### src/hw/rtl/dgf_pkg.sv
package dgf_pkg;

    // Fixed-point constants
    localparam logic [31:0] ONE_Q30     = 32'd1073741824;
    localparam logic [47:0] SQRT3_Q30   = 48'd1859775393;
    localparam logic [47:0] DEFAULT_DT  = 48'd10000;
    localparam logic [31:0] TCONST_INIT = 32'd1000000;

    localparam int unsigned PROD_W = 81;
    localparam int unsigned ACC_W  = 66;

    // Register map, word index
    typedef enum logic [2:0] {
        REG_GAIN_LONG   = 3'd0,
        REG_GAIN_LAT    = 3'd1,
        REG_GAIN_VERT   = 3'd2,
        REG_TCONST_LONG = 3'd3,
        REG_TCONST_LAT  = 3'd4,
        REG_TCONST_VERT = 3'd5
    } reg_idx_t;

    typedef struct packed {
        logic [2:0][30:0] gain;
        logic [2:0][31:0] tconst;
    } cfg_t;

    typedef struct packed {
        logic [47:0]        time_us;
        logic signed [15:0] noise_long;
        logic signed [15:0] noise_lat;
        logic signed [15:0] noise_vert;
    } in_item_t;

    typedef struct packed {
        logic signed [31:0] gust_long;
        logic signed [31:0] gust_lat;
        logic signed [31:0] gust_vert;
    } out_item_t;

    typedef enum logic [2:0] {
        ST_IDLE,
        ST_DSTART,
        ST_DIV,
        ST_LOAD,
        ST_MUL,
        ST_POST,
        ST_FIN,
        ST_OUT
    } state_t;

    // Multiply program; first order runs OP_KP..OP_CY1, second order OP_QQ..OP_A2Y
    typedef enum logic [3:0] {
        OP_KP,
        OP_GX,
        OP_CY1,
        OP_QQ,
        OP_PQ,
        OP_S,
        OP_CC,
        OP_G0,
        OP_G1,
        OP_G0X,
        OP_G1X,
        OP_C2Y,
        OP_A2Y
    } op_t;

    // Round half up, then arithmetic shift right by n
    function automatic logic signed [PROD_W-1:0] rnd_shr(
        input logic signed [PROD_W-1:0] v,
        input int unsigned              n
    );
        logic signed [PROD_W-1:0] w;
        w = v + signed'(PROD_W'(1) << (n - 1));
        return w >>> n;
    endfunction

    // Round by 2^26 and clamp to 32 bits
    function automatic logic signed [31:0] sat_rnd26(input logic signed [ACC_W-1:0] a);
        logic signed [ACC_W-1:0] w;
        logic signed [ACC_W-1:0] sh;
        w  = a + signed'(ACC_W'(1) << 25);
        sh = w >>> 26;
        if (sh > signed'(ACC_W'(32'h7FFFFFFF)))
            return 32'sh7FFFFFFF;
        else if (sh < -signed'(ACC_W'(33'h080000000)))
            return 32'sh80000000;
        else
            return sh[31:0];
    endfunction

endpackage

### src/hw/rtl/dryden_gust_filter_bank.sv
// Channel  | Handshake             | Payload
// ---------+-----------------------+-------------------------------
// in       | in_valid / in_ready   | in_data: time stamp, 3 noise samples
// out      | out_valid / out_ready | out_data: 3 saturated gust velocities
// config   | psel/penable/pwrite   | paddr, pwdata, prdata; pready tied high
//
// From acceptance to a loaded result, a transaction runs per axis one 32-step
// ratio division, then 3 (longitudinal) or 10 (lateral, vertical) 33-step
// multiplies on the one shared serial multiplier.
// in_ready is high only in idle; a finished result may still wait in the
// output register while the next transaction is taken in.
// rst_n clears the filter histories, the previous time stamp and the registers.
module dryden_gust_filter_bank (
    input  logic                 clk,
    input  logic                 rst_n,
    input  logic                 in_valid,
    output logic                 in_ready,
    input  dgf_pkg::in_item_t    in_data,
    output logic                 out_valid,
    input  logic                 out_ready,
    output dgf_pkg::out_item_t   out_data,
    input  logic                 psel,
    input  logic                 penable,
    input  logic                 pwrite,
    input  logic [4:0]           paddr,
    input  logic [31:0]          pwdata,
    output logic [31:0]          prdata,
    output logic                 pready
);
    import dgf_pkg::*;

    cfg_t   cfg;
    state_t state_reg, state_next;
    op_t    op_reg;
    logic [1:0] axis_reg;

    logic [47:0]              prev_time_reg;
    logic [47:0]              dt_reg;
    logic signed [15:0]       x_reg     [3];
    logic signed [15:0]       xprev_reg [3];
    logic signed [31:0]       y1_reg    [3];
    logic signed [31:0]       y2_reg    [3];
    logic [30:0]              p_reg;
    logic signed [47:0]       g0_reg, g1_reg;
    logic signed [31:0]       q2_reg, pq_reg, s_reg, a2_reg;
    logic signed [ACC_W-1:0]  acc_reg;
    out_item_t                out_reg;
    logic                     out_valid_reg;

    logic                     div_done;
    logic [30:0]              div_ratio;
    logic                     mul_done;
    logic signed [PROD_W-1:0] prod;
    logic signed [47:0]       op_a;
    logic signed [32:0]       op_b;

    logic [31:0]              c_val;
    logic [32:0]              c2_val;
    logic [30:0]              q_val;
    logic signed [32:0]       qs_sum, qs_dif;
    logic signed [16:0]       xx_sum;
    logic signed [PROD_W-1:0] r4, r16, r30;
    logic                     accept;
    logic                     op_last;

    dgf_cfg u_cfg (
        .clk     (clk),
        .rst_n   (rst_n),
        .psel    (psel),
        .penable (penable),
        .pwrite  (pwrite),
        .paddr   (paddr),
        .pwdata  (pwdata),
        .prdata  (prdata),
        .pready  (pready),
        .cfg     (cfg)
    );

    dgf_ratio_div u_div (
        .clk    (clk),
        .rst_n  (rst_n),
        .start  (state_reg == ST_DSTART),
        .dt     (dt_reg),
        .tconst (cfg.tconst[axis_reg]),
        .done   (div_done),
        .ratio  (div_ratio)
    );

    dgf_serial_mul u_mul (
        .clk   (clk),
        .rst_n (rst_n),
        .start (state_reg == ST_LOAD),
        .a     (op_a),
        .b     (op_b),
        .done  (mul_done),
        .prod  (prod)
    );

    assign in_ready  = state_reg == ST_IDLE;
    assign accept    = in_valid & in_ready;
    assign out_valid = out_valid_reg;
    assign out_data  = out_reg;

    // Derived coefficients: C = 1 - 2P, Q = 1 - P
    assign c_val  = ONE_Q30 - {p_reg, 1'b0};
    assign c2_val = {c_val, 1'b0};
    assign q_val  = ONE_Q30[30:0] - p_reg;
    assign qs_sum = {q2_reg[31], q2_reg} + {s_reg[31], s_reg};
    assign qs_dif = {q2_reg[31], q2_reg} - {s_reg[31], s_reg};
    assign xx_sum = {x_reg[axis_reg][15], x_reg[axis_reg]}
                  + {xprev_reg[axis_reg][15], xprev_reg[axis_reg]};

    assign r4  = rnd_shr(prod, 4);
    assign r16 = rnd_shr(prod, 16);
    assign r30 = rnd_shr(prod, 30);

    assign op_last = (op_reg == OP_CY1) || (op_reg == OP_A2Y);

    // Select multiplier operands for the current step
    always_comb
    begin
        unique case (op_reg)
            OP_KP:
            begin
                op_a = {17'd0, cfg.gain[axis_reg]};
                op_b = {2'd0, p_reg};
            end
            OP_GX:
            begin
                op_a = g0_reg;
                op_b = {{16{xx_sum[16]}}, xx_sum};
            end
            OP_CY1:
            begin
                op_a = {{16{c_val[31]}}, c_val};
                op_b = {y1_reg[axis_reg][31], y1_reg[axis_reg]};
            end
            OP_QQ:
            begin
                op_a = {17'd0, q_val};
                op_b = {2'd0, q_val};
            end
            OP_PQ:
            begin
                op_a = {17'd0, p_reg};
                op_b = {2'd0, q_val};
            end
            OP_S:
            begin
                op_a = SQRT3_Q30;
                op_b = {pq_reg[31], pq_reg};
            end
            OP_CC:
            begin
                op_a = {{16{c_val[31]}}, c_val};
                op_b = {c_val[31], c_val};
            end
            OP_G0:
            begin
                op_a = {17'd0, cfg.gain[axis_reg]};
                op_b = qs_sum;
            end
            OP_G1:
            begin
                op_a = {17'd0, cfg.gain[axis_reg]};
                op_b = qs_dif;
            end
            OP_G0X:
            begin
                op_a = g0_reg;
                op_b = {{17{x_reg[axis_reg][15]}}, x_reg[axis_reg]};
            end
            OP_G1X:
            begin
                op_a = g1_reg;
                op_b = {{17{xprev_reg[axis_reg][15]}}, xprev_reg[axis_reg]};
            end
            OP_C2Y:
            begin
                op_a = {{15{c2_val[32]}}, c2_val};
                op_b = {y1_reg[axis_reg][31], y1_reg[axis_reg]};
            end
            OP_A2Y:
            begin
                op_a = {{16{a2_reg[31]}}, a2_reg};
                op_b = {y2_reg[axis_reg][31], y2_reg[axis_reg]};
            end
            default:
            begin
                op_a = '0;
                op_b = '0;
            end
        endcase
    end

    // Sequencer next state
    always_comb
    begin
        state_next = state_reg;
        unique case (state_reg)
            ST_IDLE:   if (in_valid) state_next = ST_DSTART;
            ST_DSTART: state_next = ST_DIV;
            ST_DIV:    if (div_done) state_next = ST_LOAD;
            ST_LOAD:   state_next = ST_MUL;
            ST_MUL:    if (mul_done) state_next = ST_POST;
            ST_POST:   state_next = op_last ? ST_FIN : ST_LOAD;
            ST_FIN:    state_next = (axis_reg == 2'd2) ? ST_OUT : ST_DSTART;
            ST_OUT:    if (!out_valid_reg || out_ready) state_next = ST_IDLE;
            default:   state_next = ST_IDLE;
        endcase
    end

    always_ff @(posedge clk or negedge rst_n)
    begin
        if (!rst_n)
            state_reg <= ST_IDLE;
        else
            state_reg <= state_next;
    end

    // Control and filter history
    always_ff @(posedge clk or negedge rst_n)
    begin
        if (!rst_n)
        begin
            axis_reg      <= '0;
            op_reg        <= OP_KP;
            prev_time_reg <= '0;
            out_valid_reg <= 1'b0;
            for (int i = 0; i < 3; i++)
            begin
                xprev_reg[i] <= '0;
                y1_reg[i]    <= '0;
                y2_reg[i]    <= '0;
            end
        end
        else
        begin
            // Take the transaction, note the time stamp
            if (accept)
            begin
                prev_time_reg <= in_data.time_us;
                axis_reg      <= '0;
            end

            // Pick the program for this axis
            if (state_reg == ST_DIV && div_done)
                op_reg <= (axis_reg == 2'd0) ? OP_KP : OP_QQ;

            if (state_reg == ST_POST && !op_last)
                op_reg <= op_t'(op_reg + 4'd1);

            // Shift the new output into the history, advance the axis
            if (state_reg == ST_FIN)
            begin
                xprev_reg[axis_reg] <= x_reg[axis_reg];
                y2_reg[axis_reg]    <= y1_reg[axis_reg];
                y1_reg[axis_reg]    <= sat_rnd26(acc_reg);
                if (axis_reg != 2'd2)
                    axis_reg <= axis_reg + 2'd1;
            end

            // Output register
            if (state_reg == ST_OUT && (!out_valid_reg || out_ready))
                out_valid_reg <= 1'b1;
            else if (out_ready)
                out_valid_reg <= 1'b0;
        end
    end

    // Datapath registers
    always_ff @(posedge clk)
    begin
        if (accept)
        begin
            dt_reg   <= (in_data.time_us > prev_time_reg) ?
                        in_data.time_us - prev_time_reg : DEFAULT_DT;
            x_reg[0] <= in_data.noise_long;
            x_reg[1] <= in_data.noise_lat;
            x_reg[2] <= in_data.noise_vert;
        end

        if (state_reg == ST_DIV && div_done)
            p_reg <= div_ratio;

        if (state_reg == ST_POST)
        begin
            unique case (op_reg)
                OP_KP:   g0_reg  <= r16[47:0];
                OP_GX:   acc_reg <= prod[ACC_W-1:0];
                OP_CY1:  acc_reg <= acc_reg + r4[ACC_W-1:0];
                OP_QQ:   q2_reg  <= r30[31:0];
                OP_PQ:   pq_reg  <= r30[31:0];
                OP_S:    s_reg   <= r30[31:0];
                OP_CC:   a2_reg  <= r30[31:0];
                OP_G0:   g0_reg  <= r16[47:0];
                OP_G1:   g1_reg  <= r16[47:0];
                OP_G0X:  acc_reg <= prod[ACC_W-1:0];
                OP_G1X:  acc_reg <= acc_reg + prod[ACC_W-1:0];
                OP_C2Y:  acc_reg <= acc_reg + r4[ACC_W-1:0];
                OP_A2Y:  acc_reg <= acc_reg - r4[ACC_W-1:0];
                default: ;
            endcase
        end

        if (state_reg == ST_OUT && (!out_valid_reg || out_ready))
        begin
            out_reg.gust_long <= y1_reg[0];
            out_reg.gust_lat  <= y1_reg[1];
            out_reg.gust_vert <= y1_reg[2];
        end
    end

`ifndef SYNTHESIS
    // A new result only appears after the output step
    a_out_from_seq: assert property (@(posedge clk) disable iff (!rst_n)
        $rose(out_valid_reg) |-> $past(state_reg == ST_OUT))
        else $error("result raised outside the output step");

    // The ratio never exceeds one half in Q31, i.e. one in Q30
    a_ratio_range: assert property (@(posedge clk) disable iff (!rst_n)
        div_done |-> (div_ratio <= ONE_Q30[30:0]))
        else $error("step ratio out of range");

    // Multiplier finishes only while the sequencer waits for it
    a_mul_wait: assert property (@(posedge clk) disable iff (!rst_n)
        mul_done |-> (state_reg == ST_MUL))
        else $error("multiply finished while not awaited");

    // Axis index stays within the three filters
    a_axis_range: assert property (@(posedge clk) disable iff (!rst_n)
        axis_reg != 2'd3)
        else $error("axis index out of range");
`endif

endmodule

### src/hw/rtl/dgf_cfg.sv
module dgf_cfg (
    input  logic         clk,
    input  logic         rst_n,
    input  logic         psel,
    input  logic         penable,
    input  logic         pwrite,
    input  logic [4:0]   paddr,
    input  logic [31:0]  pwdata,
    output logic [31:0]  prdata,
    output logic         pready,
    output dgf_pkg::cfg_t cfg
);
    import dgf_pkg::*;

    cfg_t     cfg_reg;
    reg_idx_t idx;
    logic     wr_en;

    assign idx    = reg_idx_t'(paddr[4:2]);
    assign wr_en  = psel & penable & pwrite;
    assign pready = 1'b1;
    assign cfg    = cfg_reg;

    // Write the addressed register; drop writes past the map
    always_ff @(posedge clk or negedge rst_n)
    begin
        if (!rst_n)
        begin
            cfg_reg.gain   <= '0;
            cfg_reg.tconst <= {3{TCONST_INIT}};
        end
        else if (wr_en)
        begin
            unique case (idx)
                REG_GAIN_LONG:   cfg_reg.gain[0]   <= pwdata[30:0];
                REG_GAIN_LAT:    cfg_reg.gain[1]   <= pwdata[30:0];
                REG_GAIN_VERT:   cfg_reg.gain[2]   <= pwdata[30:0];
                REG_TCONST_LONG: cfg_reg.tconst[0] <= pwdata;
                REG_TCONST_LAT:  cfg_reg.tconst[1] <= pwdata;
                REG_TCONST_VERT: cfg_reg.tconst[2] <= pwdata;
                default:         ;
            endcase
        end
    end

    // Read back
    always_comb
    begin
        unique case (idx)
            REG_GAIN_LONG:   prdata = {1'b0, cfg_reg.gain[0]};
            REG_GAIN_LAT:    prdata = {1'b0, cfg_reg.gain[1]};
            REG_GAIN_VERT:   prdata = {1'b0, cfg_reg.gain[2]};
            REG_TCONST_LONG: prdata = cfg_reg.tconst[0];
            REG_TCONST_LAT:  prdata = cfg_reg.tconst[1];
            REG_TCONST_VERT: prdata = cfg_reg.tconst[2];
            default:         prdata = '0;
        endcase
    end

endmodule

### src/hw/rtl/dgf_ratio_div.sv
module dgf_ratio_div (
    input  logic        clk,
    input  logic        rst_n,
    input  logic        start,
    input  logic [47:0] dt,
    input  logic [31:0] tconst,
    output logic        done,
    output logic [30:0] ratio
);
    import dgf_pkg::*;

    logic [48:0] s_reg;
    logic [48:0] r_reg;
    logic [31:0] q_reg;
    logic [4:0]  cnt_reg;
    logic        busy_reg;
    logic        done_reg;

    logic [31:0] t_eff;
    logic [49:0] r_sh;
    logic        ge;
    logic [49:0] r_sub;
    logic [32:0] q_inc;

    // Zero time constant counts as one
    assign t_eff = (tconst == '0) ? 32'd1 : tconst;

    // First step compares without a shift, the other 31 shift first
    assign r_sh  = (cnt_reg == '0) ? {1'b0, r_reg} : {r_reg, 1'b0};
    assign ge    = r_sh >= {1'b0, s_reg};
    assign r_sub = r_sh - {1'b0, s_reg};

    // Round the 31-fraction-bit quotient to Q30
    assign q_inc = {1'b0, q_reg} + 33'd1;
    assign ratio = q_inc[31:1];
    assign done  = done_reg;

    always_ff @(posedge clk or negedge rst_n)
    begin
        if (!rst_n)
        begin
            busy_reg <= 1'b0;
            done_reg <= 1'b0;
            cnt_reg  <= '0;
        end
        else
        begin
            done_reg <= 1'b0;
            if (start)
            begin
                busy_reg <= 1'b1;
                cnt_reg  <= '0;
            end
            else if (busy_reg)
            begin
                cnt_reg <= cnt_reg + 5'd1;
                if (cnt_reg == 5'd31)
                begin
                    busy_reg <= 1'b0;
                    done_reg <= 1'b1;
                end
            end
        end
    end

    // Restoring division datapath
    always_ff @(posedge clk)
    begin
        if (start)
        begin
            s_reg <= {1'b0, dt} + {16'd0, t_eff, 1'b0};
            r_reg <= {1'b0, dt};
            q_reg <= '0;
        end
        else if (busy_reg)
        begin
            r_reg <= ge ? r_sub[48:0] : r_sh[48:0];
            q_reg <= {q_reg[30:0], ge};
        end
    end

endmodule

### src/hw/rtl/dgf_serial_mul.sv
module dgf_serial_mul (
    input  logic                             clk,
    input  logic                             rst_n,
    input  logic                             start,
    input  logic signed [47:0]               a,
    input  logic signed [32:0]               b,
    output logic                             done,
    output logic signed [dgf_pkg::PROD_W-1:0] prod
);
    import dgf_pkg::*;

    logic signed [PROD_W-1:0] acc_reg;
    logic signed [PROD_W-1:0] a_sh_reg;
    logic        [32:0]       b_reg;
    logic        [5:0]        cnt_reg;
    logic                     busy_reg;
    logic                     done_reg;

    logic signed [PROD_W-1:0] addend;
    logic                     last;

    // The sign bit of b carries negative weight
    assign addend = b_reg[0] ? a_sh_reg : '0;
    assign last   = cnt_reg == 6'd32;
    assign done   = done_reg;
    assign prod   = acc_reg;

    always_ff @(posedge clk or negedge rst_n)
    begin
        if (!rst_n)
        begin
            busy_reg <= 1'b0;
            done_reg <= 1'b0;
            cnt_reg  <= '0;
        end
        else
        begin
            done_reg <= 1'b0;
            if (start)
            begin
                busy_reg <= 1'b1;
                cnt_reg  <= '0;
            end
            else if (busy_reg)
            begin
                cnt_reg <= cnt_reg + 6'd1;
                if (last)
                begin
                    busy_reg <= 1'b0;
                    done_reg <= 1'b1;
                end
            end
        end
    end

    // Shift-and-add over the bits of b
    always_ff @(posedge clk)
    begin
        if (start)
        begin
            acc_reg  <= '0;
            a_sh_reg <= {{(PROD_W-48){a[47]}}, a};
            b_reg    <= b;
        end
        else if (busy_reg)
        begin
            acc_reg  <= last ? acc_reg - addend : acc_reg + addend;
            a_sh_reg <= a_sh_reg <<< 1;
            b_reg    <= {1'b0, b_reg[32:1]};
        end
    end

endmodule
### config.mk
export PLATFORM = sky130hd
export DESIGN_NAME = dryden_gust_filter_bank
export DESIGN_NICKNAME = d
export VERILOG_FILES = /design/src/hw/rtl/dgf_pkg.sv /design/src/hw/rtl/dryden_gust_filter_bank.sv /design/src/hw/rtl/dgf_cfg.sv /design/src/hw/rtl/dgf_ratio_div.sv /design/src/hw/rtl/dgf_serial_mul.sv
export SDC_FILE = /design/constraint.sdc
export NUM_CORES = 2
export LEC_CHECK = 0
export ABC_CLOCK_PERIOD_IN_PS = 5700
export BUFFER_PORTS_ARGS = -buffer_cell sky130_fd_sc_hd__buf_2
export CORE_MARGIN = 3
export CORE_UTILIZATION = 30
export DETAILED_ROUTE_END_ITERATION = 10
export MAX_ROUTING_LAYER = met4
export SYNTH_ARGS = -nofsm -noshare
export SYNTH_HDL_FRONTEND = slang
export SYNTH_SLANG_ARGS = --single-unit
### constraint.sdc
create_clock -name clk -period 5.7 [get_ports clk]
set_input_delay 0.57 -clock clk [delete_from_list [all_inputs] [get_ports clk]]
set_output_delay 0.57 -clock clk [all_outputs]
set_load 0.01 [all_outputs]
# Word level (Yosys, flattened, before mapping)
# Memories as Yosys holds them, arrays and structs flattened.
# Index checks and enable logic that the tools add are counted.
dict set report word_totals {
  regBits 1292
  ram_bits 48
  input_bits 140
  out_inout_bits 131
  wordCells 221
  memories 1
}
# name words width rd rd_ports_with_merged_regs wr line
set memory_table {}
lappend memory_table {x_reg 3 16 1 0 3 dryden_gust_filter_bank.sv:39} ;# logic signed [15:0] x_reg [3];
dict set report classes {
  addsub 22
  n_lt_le_gt_ge 7
  eq_ne 32
  n_mux 71
  bitwise 4
  reduce_logical 39
}
# cell count
set op_table {}
lappend op_table {{one-hot mux 48 bit (9 select lines)} 1}
lappend op_table {{one-hot mux 33 bit (11 select lines)} 1}
lappend op_table {{two-way mux 81 bit} 4}
lappend op_table {{two-way mux 32 bit} 10}
lappend op_table {{one-hot mux 66 bit (4 select lines)} 1}
lappend op_table {{binary-select mux 32 bit (select 2 bit)} 3}
lappend op_table {{bitwise mux 96 bit} 2}
lappend op_table {{one-hot mux 32 bit (6 select lines)} 1}
lappend op_table {{adder 66 bit} 2}
lappend op_table {{two-way mux 48 bit} 2}
lappend op_table {{adder 81 bit} 1}
lappend op_table {{subtractor 81 bit} 1}
lappend op_table {{adder 70 x 5 -> 70 bit, second input constant} 1}
lappend op_table {{adder 66 x 27 -> 66 bit, second input constant} 1}
lappend op_table {{two-way mux 33 bit} 2}
lappend op_table {{subtractor 66 bit} 1}
lappend op_table {{adder 64 x 17 -> 64 bit, second input constant} 1}
lappend op_table {{demux 32 bit (select 2 bit)} 1}
lappend op_table {{adder 62 x 31 -> 62 bit, second input constant} 1}
lappend op_table {{binary-select mux 31 bit (select 2 bit)} 1}
lappend op_table {{>= comparator 50 x 49 -> 1 bit} 1}
lappend op_table {{two-way mux 50 bit} 1}
lappend op_table {{adder 48 x 33 -> 49 bit} 1}
lappend op_table {{two-way mux 49 bit} 1}
lappend op_table {{58 further kinds} 133}

# Logic depth before layout (Yosys ltp)
dict set report logic_depth {
  ltp_word 7
  depth_mapped 29
  ltp_nobuf 25
}

# Modules after synthesis
# Synthesis repeated with hierarchy kept, for this count alone.
dict set report unflattened {
  hier_cells 9084
  hier_area_um2 86427.9
}
# module instances cells_per_inst area_each_um2 seq_area_each_um2
set by_module_without_submodules {}
lappend by_module_without_submodules {dryden_gust_filter_bank 1 5422 50863.8 22861.9}
lappend by_module_without_submodules {dgf_serial_mul 1 1751 15015.7 5245.0}
lappend by_module_without_submodules {dgf_ratio_div 1 1302 11828.8 3748.6}
lappend by_module_without_submodules {dgf_cfg 1 609 8719.6 4755.8}

# Worst setup path before layout
# No wires, ideal clock.
dict set report synth_timing {
  kind {reg-to-reg}
  from {register u_mul.b_reg[0]}
  to {register u_mul.acc_reg[56], in the netlist u_mul.prod[56]}
  setup_ns 0.130
  t_arrival_ns 6.137
  slack_ns -0.567
  path_stages_with_launch 30
  path_buffers 7
  period_less_slack_ns 6.267
  path_cell_list {edfxtp_1 > clkbuf_1 > clkbuf_1 > clkbuf_1 > clkbuf_1 > buf_1 > nand2_1 > ha_1 > nand2_1 > a21o_1 > o21bai_1 > a21oi_1 > nand2_1 > nand2_1 > nand2_1 > clkbuf_1 > o211ai_1 > ha_1 > clkbuf_1 > nand3_1 > nor4_1 > nand3_1 > a2111oi_0 > o211ai_1 > a31oi_1 > a21oi_1 > a2bb2oi_1 > o21ai_0 > xnor2_1 > o22ai_1}
}
dict set report synth_via {
  elab_chain_cells 3
}
# element line
set synth_lines {}
lappend synth_lines {{start, declared} dgf_serial_mul.sv:14} ;# logic [32:0] b_reg;
lappend synth_lines {{start signal, assigned} dgf_serial_mul.sv:69} ;# b_reg <= {1'b0, b_reg[32:1]};
lappend synth_lines {{two-way mux 81 bit (*)} dgf_serial_mul.sv:23} ;# assign addend = b_reg[0] ? a_sh_reg : '0;
lappend synth_lines {{adder 81 bit / subtractor 81 bit (equally long branches)} dgf_serial_mul.sv:67} ;# acc_reg <= last ? acc_reg - addend : acc_reg + addend;
lappend synth_lines {{two-way mux 81 bit (*)} dgf_serial_mul.sv:67}
lappend synth_lines {{end signal, assigned} dgf_serial_mul.sv:67}
lappend synth_lines {{end, declared} dgf_serial_mul.sv:12} ;# logic signed [PROD_W-1:0] acc_reg;
# Every way passes the cells marked *; elsewhere a longest branch is shown, timed or not.
# A chain may end at the register's enable or synchronous reset.

# Final worst setup path
dict set report layout_timing {
  from {register u_mul.acc_reg[44], in the netlist u_mul.prod[44]}
  to {register acc_reg[65], data pin}
}
dict set report layout_via {
  elab_chain_cells 3
}
# element line
set layout_lines {}
lappend layout_lines {{adder 70 x 5 -> 70 bit} dgf_pkg.sv:74} ;# w = v + signed'(PROD_W'(1) << (n - 1));
lappend layout_lines {{subtractor 66 bit / adder 66 bit (equally long branches)} {dryden_gust_filter_bank.sv:301, dryden_gust_filter_bank.sv:291, dryden_gust_filter_bank.sv:300}}
lappend layout_lines {{one-hot mux 66 bit (4 select lines) (*)} dryden_gust_filter_bank.sv:288} ;# unique case (op_reg)
lappend layout_lines {{end signal, assigned} dryden_gust_filter_bank.sv:290} ;# OP_GX: acc_reg <= prod[ACC_W-1:0];
lappend layout_lines {{end signal, assigned} dryden_gust_filter_bank.sv:291} ;# OP_CY1: acc_reg <= acc_reg + r4[ACC_W-1:0];
lappend layout_lines {{end signal, assigned} dryden_gust_filter_bank.sv:301} ;# OP_A2Y: acc_reg <= acc_reg - r4[ACC_W-1:0];
lappend layout_lines {{end, declared} dryden_gust_filter_bank.sv:46} ;# logic signed [ACC_W-1:0] acc_reg;
# Marks and branches as above.

==> results.toml <==
[power_and_ir_drop]
p_per_area_mw_per_mm2 = 680.2
leakage_nw = 41.92
vdd_drop_max_mv = 0.3308

[logic_synthesis]
synth.yosys.seq_area_share_pct = 43.57
synth_ff_type = "edfxtp_1"
synth_cell_type_count = 90
synth_top_area_share_pct = 25.87
synthArstFlopShare_pct = 38.09
syn-instance-count = 8853
ys_top_cells_by_area = "edfxtp_1 (26%), dfrtp_1 (15%), ha_1 (5.0%)"
synth-edff-count = 713
yosys.area.top_type = "edfxtp_1"
synth.avg_cell_area_sq_um = 9.349
yosys_register_bits = 1318
synth_nets = 9333
yosysWarnings = 0
synth_area_sq_mm = 0.08277

[global_route]
grt_pass1_vias = 71930
grt_pass1_wl_um = 459700
overflow = 0
antenna_found_initial = 16
grt_usage_pct = 21.83
grt_start_max_net_pins = 153

[setup_path]
worstSetupEndpointType = "flop"
crit_fanout = 3
cp.required_ns = 6.25
reg2reg_slack_ns = 0.16
cp.arrival_ns = 6.09
crit_path_start_kind = "flop"
critPathKind = "flop to flop"

[sta]
clock_skew_ns = 0.1009
rsz0062_at_grt = "yes"
finalCritPeriodShare_pct = 97.28
slew_headroom_pct = -2.137
hold_viol = 0
tns_ns = 0
slew_viol_final = 3
fmax_ghz = 0.1803
min_period_ns = 5.545
tightest_slew_ns = 1.521
setup_viol = 0
fin_ws_ns = 0.1552

[drt]
routed-via-count = 74380
dr.pass1.iters = 6
via_per_inst = 5.434
drt-initial-drc-count = 7183
post_drt_wl_per_cell_um = 22.82
drc = 0
drt-total-wl_um = 312400
antenna_left = 0

[floorplan]
die_w_um = 531.3
core-area_sq_mm = 0.2741
start_util_pct = 30.20
die_y_um = 531.3
die-area_sq_mm = 0.2822
fp-row-count = 192
pin_count = 271

[place]
hpwl_um = 235600
preCtsSetupSlack_ns = -0.5891
gp_congestion = 1.006
port_buffers = 267

[clocking]
cts_sinks = 1318
root_buffer = "clkbuf_16"
clk_latency_ns = 0.85
cts-htree-levels = 4
cts_buffer_depth = 4
cts.reportedPaths.clkPinSlew_ns = 0.06
numCtsBuffers = 163
cts_tree = "built"

[finish]
fillers = 27150
nets = 10340
largest_reg_flops = 189
synthToLayoutAreaGrowth_pct = 24.35
final_core_util_pct = 37.55
final_common_cell = "nand2_1"
final_cell_mix = "nand2_1 (1022), buf_4 (945), o21ai_0 (716), edfxtp_1 (713), nor2_1 (710)"
drive_above_1_share_pct = 21.63

[run]
cap_violations = 1

[hold_path]
hold_path_class = "input pin to flop"

[status]
status = "complete, but fails checks"
violations = "max-capacitance violations, max-slew violations"
==> what timing repair did <==
item                                    CTS  global route
setup buffers                             6            43
resized for setup                        73           313
hold buffers                            104             0
pin swaps                                14           144
endpoints found under the setup margin   70            75
hold endpoints to repair                255             0
==> Yosys cell counts (all sizes together), types with 84 or more instances <==
cell,n
a21o,174
a21oi,576
a221oi,88
a22oi,119
a31oi,84
clkbuf,444
dfrtp,481
dfxtp,103
edfxtp,713
ha,333
inv,266
mux2,249
mux2i,253
nand2,1037
nand3,222
nand4,129
nor2,732
nor3,169
o21a,88
o21ai,759
xnor2,352
xor2,280
==> area by class of cell <==
class | count | area [sq um] | share of cell area [%]
Multi-Input combinational cell | 6750 | 45630 | 44.33
Sequential cell | 1318 | 36090 | 35.06
Timing Repair Buffer | 1360 | 10220 | 9.931
Clock buffer | 232 | 4676 | 4.543
Tap cell | 3686 | 4612 | 4.481
Inverter | 267 | 1007 | 0.9786
Clock inverter | 60 | 660.6 | 0.6419
Antenna cell | 14 | 35.03 | 0.03404
==> critical path: stages, from the launching register on <==
cell and delay (ns):
dfxtp_1 0.33, nand4_1 0.20, or4_4 0.59, or4_4 0.60, o21ai_4 0.18, nand3_4 0.10, nor4_4 0.32, and4_4 0.29
nand2_2 0.06, or3_4 0.34, a21o_1 0.18, a31oi_2 0.19, buf_4 0.17, ha_4 0.20, a21o_1 0.17, a21o_1 0.16
and2_4 0.15, nor2_4 0.12, o21a_1 0.17, o21a_1 0.13, o31ai_2 0.06, o32a_1 0.36, nor3_2 0.18, o31ai_2 0.07
==> per-stage QoR <==
step	cell area, sq um	hold slack [ns]	power [mW]	instances
finish	102900	0.04986	70.00	13690
CTS	101100	0.0007597	68.25	13630
floorplan	82800	0.2744	40.87	8853
global route	102900	0.02779	74.68	13680
global placement	94400	0.4416	56.61	13230
detailed placement	94400	0.4416	57.14	13230
==> logic make-up after synthesis <==
logic type	count (synthesis)	synth area share, %
mux	502	6.447
fa+ha+maj	340	5.203
other cells	1	0.004531
simple gates	2841	15.90
flops	1318	43.57
compound gates	2434	18.57
buf+inv	785	3.617
xor+xnor	632	6.688
==> report_power, final <==
part / switching (mW) / internal, mW
Clock: 4.27 / 6.22
Sequential: 1.89 / 13.9
Combinational: 25.7 / 18.0
==> worst paths after layout <==
check / cells after the start / start / to
max in group asynchronous: 3 / rst_n / y2_reg[27]
min: 2 / pwdata[11] / u_cfg.cfg[138]
max reg2reg: 23 / u_mul.prod[44] / acc_reg[65]
min in group asynchronous: 2 / rst_n / u_cfg.cfg[36]
max: 23 / u_mul.prod[44] / acc_reg[65]
min reg2reg: 0 / y1_reg[85] / out_data[85]
==> routing by layer <==
| layer | part of all wire, % | global-route usage, % | wire length [um] |
|---|---|---|---|
| met3 | 6.7 | 2.976 | 21070 |
| met5 | 0 | - | 0 |
| met4 | 6.2 | 11.39 | 19320 |
| met1 | 42 | 27.72 | 131600 |
| met2 | 45 | 33.87 | 140400 |
(Power assumes the default switching activity.)
